$ cat src/design/scl_pkg.sv
// Shared constants, types and helpers for the serial command line queue.
package scl_pkg;

    // Ring and line sizes.
    localparam int QUEUE_SLOTS = 4;
    localparam int LINE_BYTES  = 64;

    // Derived widths.
    localparam int SLOT_W  = (QUEUE_SLOTS > 1) ? $clog2(QUEUE_SLOTS) : 1;
    localparam int IDX_W   = $clog2(LINE_BYTES);
    localparam int POS_W   = $clog2(LINE_BYTES + 1);
    localparam int QADDR_W = $clog2(QUEUE_SLOTS * LINE_BYTES);
    localparam int BYTE_W  = 8;
    localparam int LIMIT_W = 7;
    localparam int CMP_W   = (POS_W > LIMIT_W) ? POS_W : LIMIT_W;

    // Command queue between the front and the back.
    localparam int CMDQ_DEPTH = 2;
    localparam int CMDQ_PTR_W = (CMDQ_DEPTH > 1) ? $clog2(CMDQ_DEPTH) : 1;
    localparam int CMDQ_CNT_W = $clog2(CMDQ_DEPTH + 1);

    // Characters with a meaning of their own.
    localparam logic [BYTE_W-1:0] CH_CR   = 8'h0D;
    localparam logic [BYTE_W-1:0] CH_PLUS = 8'h2B;
    localparam logic [BYTE_W-1:0] CH_LF   = 8'h0A;
    localparam logic [BYTE_W-1:0] CH_NUL  = 8'h00;

    // Operation codes of an input request.
    localparam logic IN_OP_BYTE = 1'b0;
    localparam logic IN_OP_READ = 1'b1;

    // Classified commands.
    typedef enum logic [1:0] {
        CMD_BYTE  = 2'd0,
        CMD_CLEAR = 2'd1,
        CMD_LINE  = 2'd2,
        CMD_READ  = 2'd3
    } t_cmd_op;

    typedef struct packed {
        t_cmd_op              op;
        logic [BYTE_W-1:0]    data;
        logic [LIMIT_W-1:0]   limit;
    } t_cmd;

    typedef struct packed {
        logic [BYTE_W-1:0] out_byte;
        logic              byte_valid;
        logic              queue_empty;
        logic              last;
    } t_rsp;

    // Advances a ring slot index with wrap-around.
    function automatic logic [SLOT_W-1:0] next_slot(input logic [SLOT_W-1:0] slot);
        logic [SLOT_W-1:0] res;
        if (slot == SLOT_W'(QUEUE_SLOTS - 1)) begin
            res = '0;
        end else begin
            res = slot + SLOT_W'(1);
        end
        return res;
    endfunction

    // Flat queue memory address of one byte of one slot.
    function automatic logic [QADDR_W-1:0] queue_addr(input logic [SLOT_W-1:0] slot,
                                                       input logic [IDX_W-1:0]  idx);
        return QADDR_W'(slot) * QADDR_W'(LINE_BYTES) + QADDR_W'(idx);
    endfunction

endpackage

$ cat src/design/scl_cmd_fifo.sv
// Short command queue that decouples the front end from the back end.
module scl_cmd_fifo
    import scl_pkg::*;
(
    input  logic  i_clk,
    input  logic  i_rst_n,
    input  logic  i_wr_valid,
    input  t_cmd  i_wr_cmd,
    output logic  o_wr_ready,
    output logic  o_rd_valid,
    output t_cmd  o_rd_cmd,
    input  logic  i_rd_ready
);

    t_cmd                  r_buf [CMDQ_DEPTH];
    logic [CMDQ_PTR_W-1:0] r_wr_ptr;
    logic [CMDQ_PTR_W-1:0] r_rd_ptr;
    logic [CMDQ_CNT_W-1:0] r_count;
    logic                  w_push;
    logic                  w_pop;

    // Wraps a queue pointer.
    function automatic logic [CMDQ_PTR_W-1:0] ptr_inc(input logic [CMDQ_PTR_W-1:0] ptr);
        logic [CMDQ_PTR_W-1:0] res;
        if (ptr == CMDQ_PTR_W'(CMDQ_DEPTH - 1)) begin
            res = '0;
        end else begin
            res = ptr + CMDQ_PTR_W'(1);
        end
        return res;
    endfunction

    assign o_wr_ready = (r_count != CMDQ_CNT_W'(CMDQ_DEPTH));
    assign o_rd_valid = (r_count != '0);
    assign o_rd_cmd   = r_buf[r_rd_ptr];
    assign w_push     = i_wr_valid && o_wr_ready;
    assign w_pop      = o_rd_valid && i_rd_ready;

    // Pointers and fill count.
    always_ff @(posedge i_clk) begin
        if (!i_rst_n) begin
            r_wr_ptr <= '0;
            r_rd_ptr <= '0;
            r_count  <= '0;
        end else begin
            if (w_push) begin
                r_wr_ptr <= ptr_inc(r_wr_ptr);
            end
            if (w_pop) begin
                r_rd_ptr <= ptr_inc(r_rd_ptr);
            end
            if (w_push && !w_pop) begin
                r_count <= r_count + CMDQ_CNT_W'(1);
            end else if (w_pop && !w_push) begin
                r_count <= r_count - CMDQ_CNT_W'(1);
            end
        end
    end

    // Entry storage.
    always_ff @(posedge i_clk) begin
        if (w_push) begin
            r_buf[r_wr_ptr] <= i_wr_cmd;
        end
    end

endmodule

$ cat config.mk
export PLATFORM = sky130hd
export DESIGN_NAME = scl_cmd_fifo
export DESIGN_NICKNAME = d
export VERILOG_FILES = /design/src/design/scl_pkg.sv /design/src/design/scl_cmd_fifo.sv
export SDC_FILE = /design/constraint.sdc
export NUM_CORES = 1
export LEC_CHECK = 0
export BUFFER_PORTS_ARGS = -buffer_cell sky130_fd_sc_hd__buf_4
export CORE_MARGIN = 4
export CORE_UTILIZATION = 53
export CTS_BUF_LIST = sky130_fd_sc_hd__clkbuf_2
export DETAILED_ROUTE_END_ITERATION = 10
export PLACE_DENSITY_LB_ADDON = 0.05
export SLEW_MARGIN = 20
export SYNTH_ARGS = -nofsm -noshare
export SYNTH_HDL_FRONTEND = slang
export SYNTH_SLANG_ARGS = --single-unit
$ cat constraint.sdc
create_clock -name i_clk -period 1.6 [get_ports i_clk]
set_input_delay 0.32 -clock i_clk [delete_from_list [all_inputs] [get_ports i_clk]]
set_output_delay 0.32 -clock i_clk [all_outputs]
set_load 0.01 [all_outputs]
==> Word level (Yosys, flattened, before mapping) <==
Memory sizes are Yosys's and may differ from the RTL's. A register that Yosys moved wholly into a read port is not among the register bits.
Cells that the tools add are included.
W data, S select, Z words.
{ "totals": {"register_bits": 4, "ram_bits": 34, "in_bits": 21, "output_inout_bits": 19, "n_memories": 1} }
{ "memory_table": {"columns": ["memory", "words", "width", "read_ports", "rd_clocked_by_memory_dff", "write_ports", "line_no", "rtl"], "rows": [
  ["r_buf", 2, 17, 1, 1, 1, "scl_cmd_fifo.sv:15", "t_cmd r_buf [CMDQ_DEPTH];"]
]} }
{ "classes": {"addsub": 4, "n_eq_ne": 1, "mux": 8, "reduce_logical": 8} }
{ "op_table": {"columns": ["op", "n"], "rows": [
  ["$mux W1", 6],
  ["$logic_and A1 B1 Y1", 4],
  ["$mux W2", 2],
  ["$reduce_bool A2 Y1", 2],
  ["$add A1 B1 Y1 const B", 2],
  ["$add A2 B1 Y2 const B", 1],
  ["$logic_not A1 Y1", 2],
  ["$ne A2 B2 Y1 const B", 1],
  ["$sub A2 B1 Y2 const B", 1]
]} }

==> Logic depth before layout (Yosys ltp) <==
{ "depth": {"word_depth": 6, "mapped_depth": 6, "mapped_depth_nobuf": 6} }

==> Least setup slack after synthesis <==
No wires, ideal clock.
{ "synth_path": {"kind": "register to register", "startpoint": "reg r_count[0]", "endpoint": "reg r_count[1]", "arrival_time_ns": 1.431, "slack_ns": 0.100, "stages_incl_launch_ff": 6, "n_path_buf": 0, "path_cell_list": "dfxtp_1 > nand2b_4 > and2_1 > ha_1 > or3_1 > a21boi_1"} }
{ "synth_between": {"elab_chain_cells": 5} }
{ "synth_rtl": {"columns": ["element", "line_no", "rtl"], "rows": [
  ["start: declaration", "scl_cmd_fifo.sv:18", "logic [CMDQ_CNT_W-1:0] r_count;"],
  ["start signal: assignment", "scl_cmd_fifo.sv:53", "r_count <= r_count + CMDQ_CNT_W'(1);"],
  ["start signal: assignment", "scl_cmd_fifo.sv:55", "r_count <= r_count - CMDQ_CNT_W'(1);"],
  ["$ne A2 B2 Y1 (*)", "scl_cmd_fifo.sv:33", "assign o_wr_ready = (r_count != CMDQ_CNT_W'(CMDQ_DEPTH));"],
  ["named net o_wr_ready", "scl_cmd_fifo.sv:9", "output logic o_wr_ready,"],
  ["$logic_and A1 B1 Y1 (*)", "scl_cmd_fifo.sv:36", "assign w_push = i_wr_valid && o_wr_ready;"],
  ["named net w_push", "scl_cmd_fifo.sv:19", "logic w_push;"],
  ["$logic_not A1 Y1", "scl_cmd_fifo.sv:54", "end else if (w_pop && !w_push) begin"],
  ["$logic_and A1 B1 Y1", "scl_cmd_fifo.sv:54", null],
  ["$reduce_bool A2 Y1 (no source line)", null, null]
]} }
Mark *: on every way through the listed nets, which the timed path passes. The rest lies on a longest branch. The select of a mux whose other input is x is not followed.
A chain may end at the register's enable or synchronous reset.

==> summary.md <==
| Metric | Value |
|---|---|
| Min-Delay Path Class | input port to register |
| Share of layout cells above drive strength 1 | roughly 59% |
| Post-route ant nets | 0 |
| Worst Setup Path Type | register to primary output |
| Mapped Area | 0.00147 sq mm |
| Required @ worst endpoint | 1280 ps |
| Worst r2r src | r_count[0]$_SDFFE_PN0P_ |
| Detailed Route WL | between 2000 and 3000 um |
| Setup slack, reg-to-reg | roughly 70 ps |
| P&R area growth vs syn | 38.9% |
| Tcrit/Tclk final | 105% |
| Cell Rows | 18 |
| Sw Share | between 20% and 30% |
| Hold Fails Final Rpt | 0 |
| Pins over their slew limit | 0 |
| Rel. slew slack | between 80% and 90% |
| Largest net degree at the start of global routing | 13 |
| Largest buffer count on any clock path | 2 |
| Worst r2r path cells | 5 |
| # DRC | 0 |
| RR Endpoint | r_count[1]$_SDFFE_PN0P_ |
| Via count | 813 |
| CP Max Fanout | 5 |
| Power Density | between 1000 and 1500 mW/mm^2 |
| Clock skew | 8.55 ps |
| RSZ-0062 raised after global routing | yes |
| Maximum VDD drop | between 1 and 1.5 mV |
| Io pins | 40 |
| CP Launch Type | register |
| Gr ovfl total | 0 |
| CTS tree | done |
| Routed wire per std cell | 16.3 um |
| WP data arrival | about 1400 ps |
| Die Width | 60.6 um |
| Worst Slack Setup Final | -74.1 ps |
| Initial core utilization | between 50% and 60% |
| Static Leak | around 0.0008 uW |
| Status | finished with violations |
| Number of diodes | 0 |
| Pwr Total | around 3000 uW |
| H-tree depth | 2 |
| Final #Nets | 150 |
| Worst skew pair latency | ~370 ps |
| Iteration-0 DRC Markers | 26 |
| Die Y | slightly above 60 um |
| RD Place Congestion | around 0.63 |
| Commonest non-fill, non-tap cell in the layout | edfxtp_1 |
| Worst Max-Slew Pin Slew | between 200 and 250 ps |
| Layout fillers | 146 |
| Synthesized area per cell | 19.1 sq um |
| Multi-input gate area | just under 400 sq um |
| Comb pwr share | roughly two fifths |
| Part of the power in registers | 46.4% |
| Max-Cap Viols | 0 |
| Syn_nets | 99 |
| Die footprint | approximately 0.0037 sq mm |
| Root buf cell | clkbuf_2 |
| Reg area | about 0.0011 sq mm |
| Worst-path clk slew | approximately 180 ps |
| Switching power | 830 uW |
| Post-layout min period | approximately 1700 ps |
| Most frequent cells in the layout | edfxtp_1, buf_4, buf_6, mux2_4, clkbuf_2 |
| Global-route wire length before repair | 3950 um |
| Crit path capture type | primary output |
| Endpoints failing setup | 17 |
| CTS Hold Bufs | 0 |
| P_int | between 2000 and 2500 uW |
| Initial antenna violation count | 0 |
| Maximum clock rate | ~0.60 GHz |
| Clock Sinks | 39 |
| Core area | roughly 0.0026 sq mm |
| Cell variety after synth | 20 |
| CTS buffer count | 5 |
| GRT Util Overall | between 10% and 20% |
| Failing checks | negative setup slack |
| Number of synthesized register bits | 39 |
| Post-synthesis sequential area ratio | 76.4% |
| Layout Cells excl Fill | between 150 and 200 |
| CP endpoint | o_rd_cmd[12] |
| Mapped Cells | 77 |
| Clk pwr share | a little over an eighth |
| Final HPWL DP | approximately 1800 um |
| Vias in the first global route | approximately 890 |
| Input/output buffers | 39 |
| Drt first pass iters | 4 |
| Vias per cell | between 5 and 6 |
| Inst Count DP | 150 |
| YS warnings | 0 |
[area by class of cell]
type | instances | area share [%]
multi-input combinational | 35 | 19.5
inverter | 1 | 0.184
sequential | 39 | 55.4
clock buffer | 6 | 1.47
clock inverter | 2 | 0.368
tap | 30 | 1.84
timing repair buffer | 46 | 21.2
[repair_timing]
| action | 4_1_cts | 5_1_grt |
|---|---|---|
| resized for setup | 39 | 8 |
| setup buffers | 0 | 0 |
| pin swaps | 0 | 1 |
| hold endpoints to repair | 0 | 0 |
| gates cloned | 1 | 0 |
| endpoints found under the setup margin | 17 | 19 |
[registers in the layout, indices dropped and copies added (netlist names), named ones only]
register,count
r_buf,34
r_count,2
r_rd_ptr,1
r_wr_ptr,1
[cell usage after synthesis]
| cell | instances | area [sq um] |
|---|---|---|
| a21boi_0 | 1 | 7.51 |
| edfxtp_1 | 34 | 1020 |
| and2_1 | 4 | 25.0 |
| o21ai_1 | 1 | 5.00 |
| nand3b_1 | 1 | 7.51 |
| buf_2 | 1 | 5.00 |
| mux2_2 | 17 | 191 |
| nand2b_4 | 1 | 13.8 |
| a21boi_1 | 1 | 7.51 |
| ha_1 | 1 | 12.5 |
| a21bo_2 | 1 | 10.0 |
| dfxtp_1 | 5 | 100 |
| xor2_1 | 1 | 8.76 |
| or2_2 | 1 | 6.26 |
| inv_1 | 1 | 3.75 |
| xnor2_1 | 2 | 17.5 |
| buf_4 | 1 | 7.51 |
| o21ai_0 | 1 | 5.00 |
| or3_1 | 1 | 6.26 |
| and3_1 | 1 | 6.26 |
[cell families (layout without fill, tap and decap cells)]
group	count (synthesis)	in the layout	synth area share (%)
and+or+nand+nor	9	9	4.43
AOI/OAI and AO/OA	5	5	2.39
xor gates and xnor gates	3	3	1.79
adders and majority gates	1	1	0.852
muxes	17	17	13.0
buffers and inverters	3	55	1.11
DFF	39	39	76.4
[through the flow]
step                      setup TNS (ps)  hold slack, ps  util (%)  setup slack (ps)  area, sq um
after floorplan                        0             419         -              99.5         1470
after CTS                          -1590            86.2      78.5              -104         2010
final                              -1100             115      79.4             -74.1         2040
after global placement                 0             505      71.3              99.3         1830
after global routing               -2210            78.5      79.4              -139         2040
after detailed placement               0             508      71.3              41.7         1830
[layer usage]
layer	wire length, um	part of all wire (%)	track usage [%]	vias to the layer above
met5	0	0	0	-
met4	29	1.1	4.64	0
met3	206	8.0	6.60	3
met2	1320	51	27.0	27
met1	1040	40	16.3	390
li1	-	-	-	393
[power groups by stage]
| stage | clock, uW | combinational [uW] | sequential [uW] |
|---|---|---|---|
| after floorplan | 0 | 533 | 1350 |
| after global placement | 0 | 903 | 1350 |
| after detailed placement | 0 | 922 | 1370 |
| after CTS | 418 | 1160 | 1360 |
| after global routing | 452 | 1270 | 1390 |
| final | 398 | 1190 | 1370 |
[critical path, cell delays in order, from the launching register on]
cell     delay, ps
dfxtp_4        420
buf_8          130
mux2_4         310
buf_6          120
[worst min-delay path by stage]
stage | startpoint | endpoint | slack (ps) | cells past startpoint
after CTS | i_wr_cmd[8] | r_buf[0][8]$_DFFE_PP_ | 90 | 1
after floorplan | i_wr_cmd[0] | r_buf[0][0]$_DFFE_PP_ | 420 | 0
after detailed placement | i_wr_cmd[13] | r_buf[0][13]$_DFFE_PP_ | 510 | 1
after global placement | i_wr_cmd[14] | r_buf[0][14]$_DFFE_PP_ | 500 | 1
final | i_wr_cmd[9] | r_buf[0][9]$_DFFE_PP_ | 110 | 1
after global routing | i_wr_cmd[11] | r_buf[0][11]$_DFFE_PP_ | 80 | 1
Note: power is estimated with default switching activity, not from simulation.
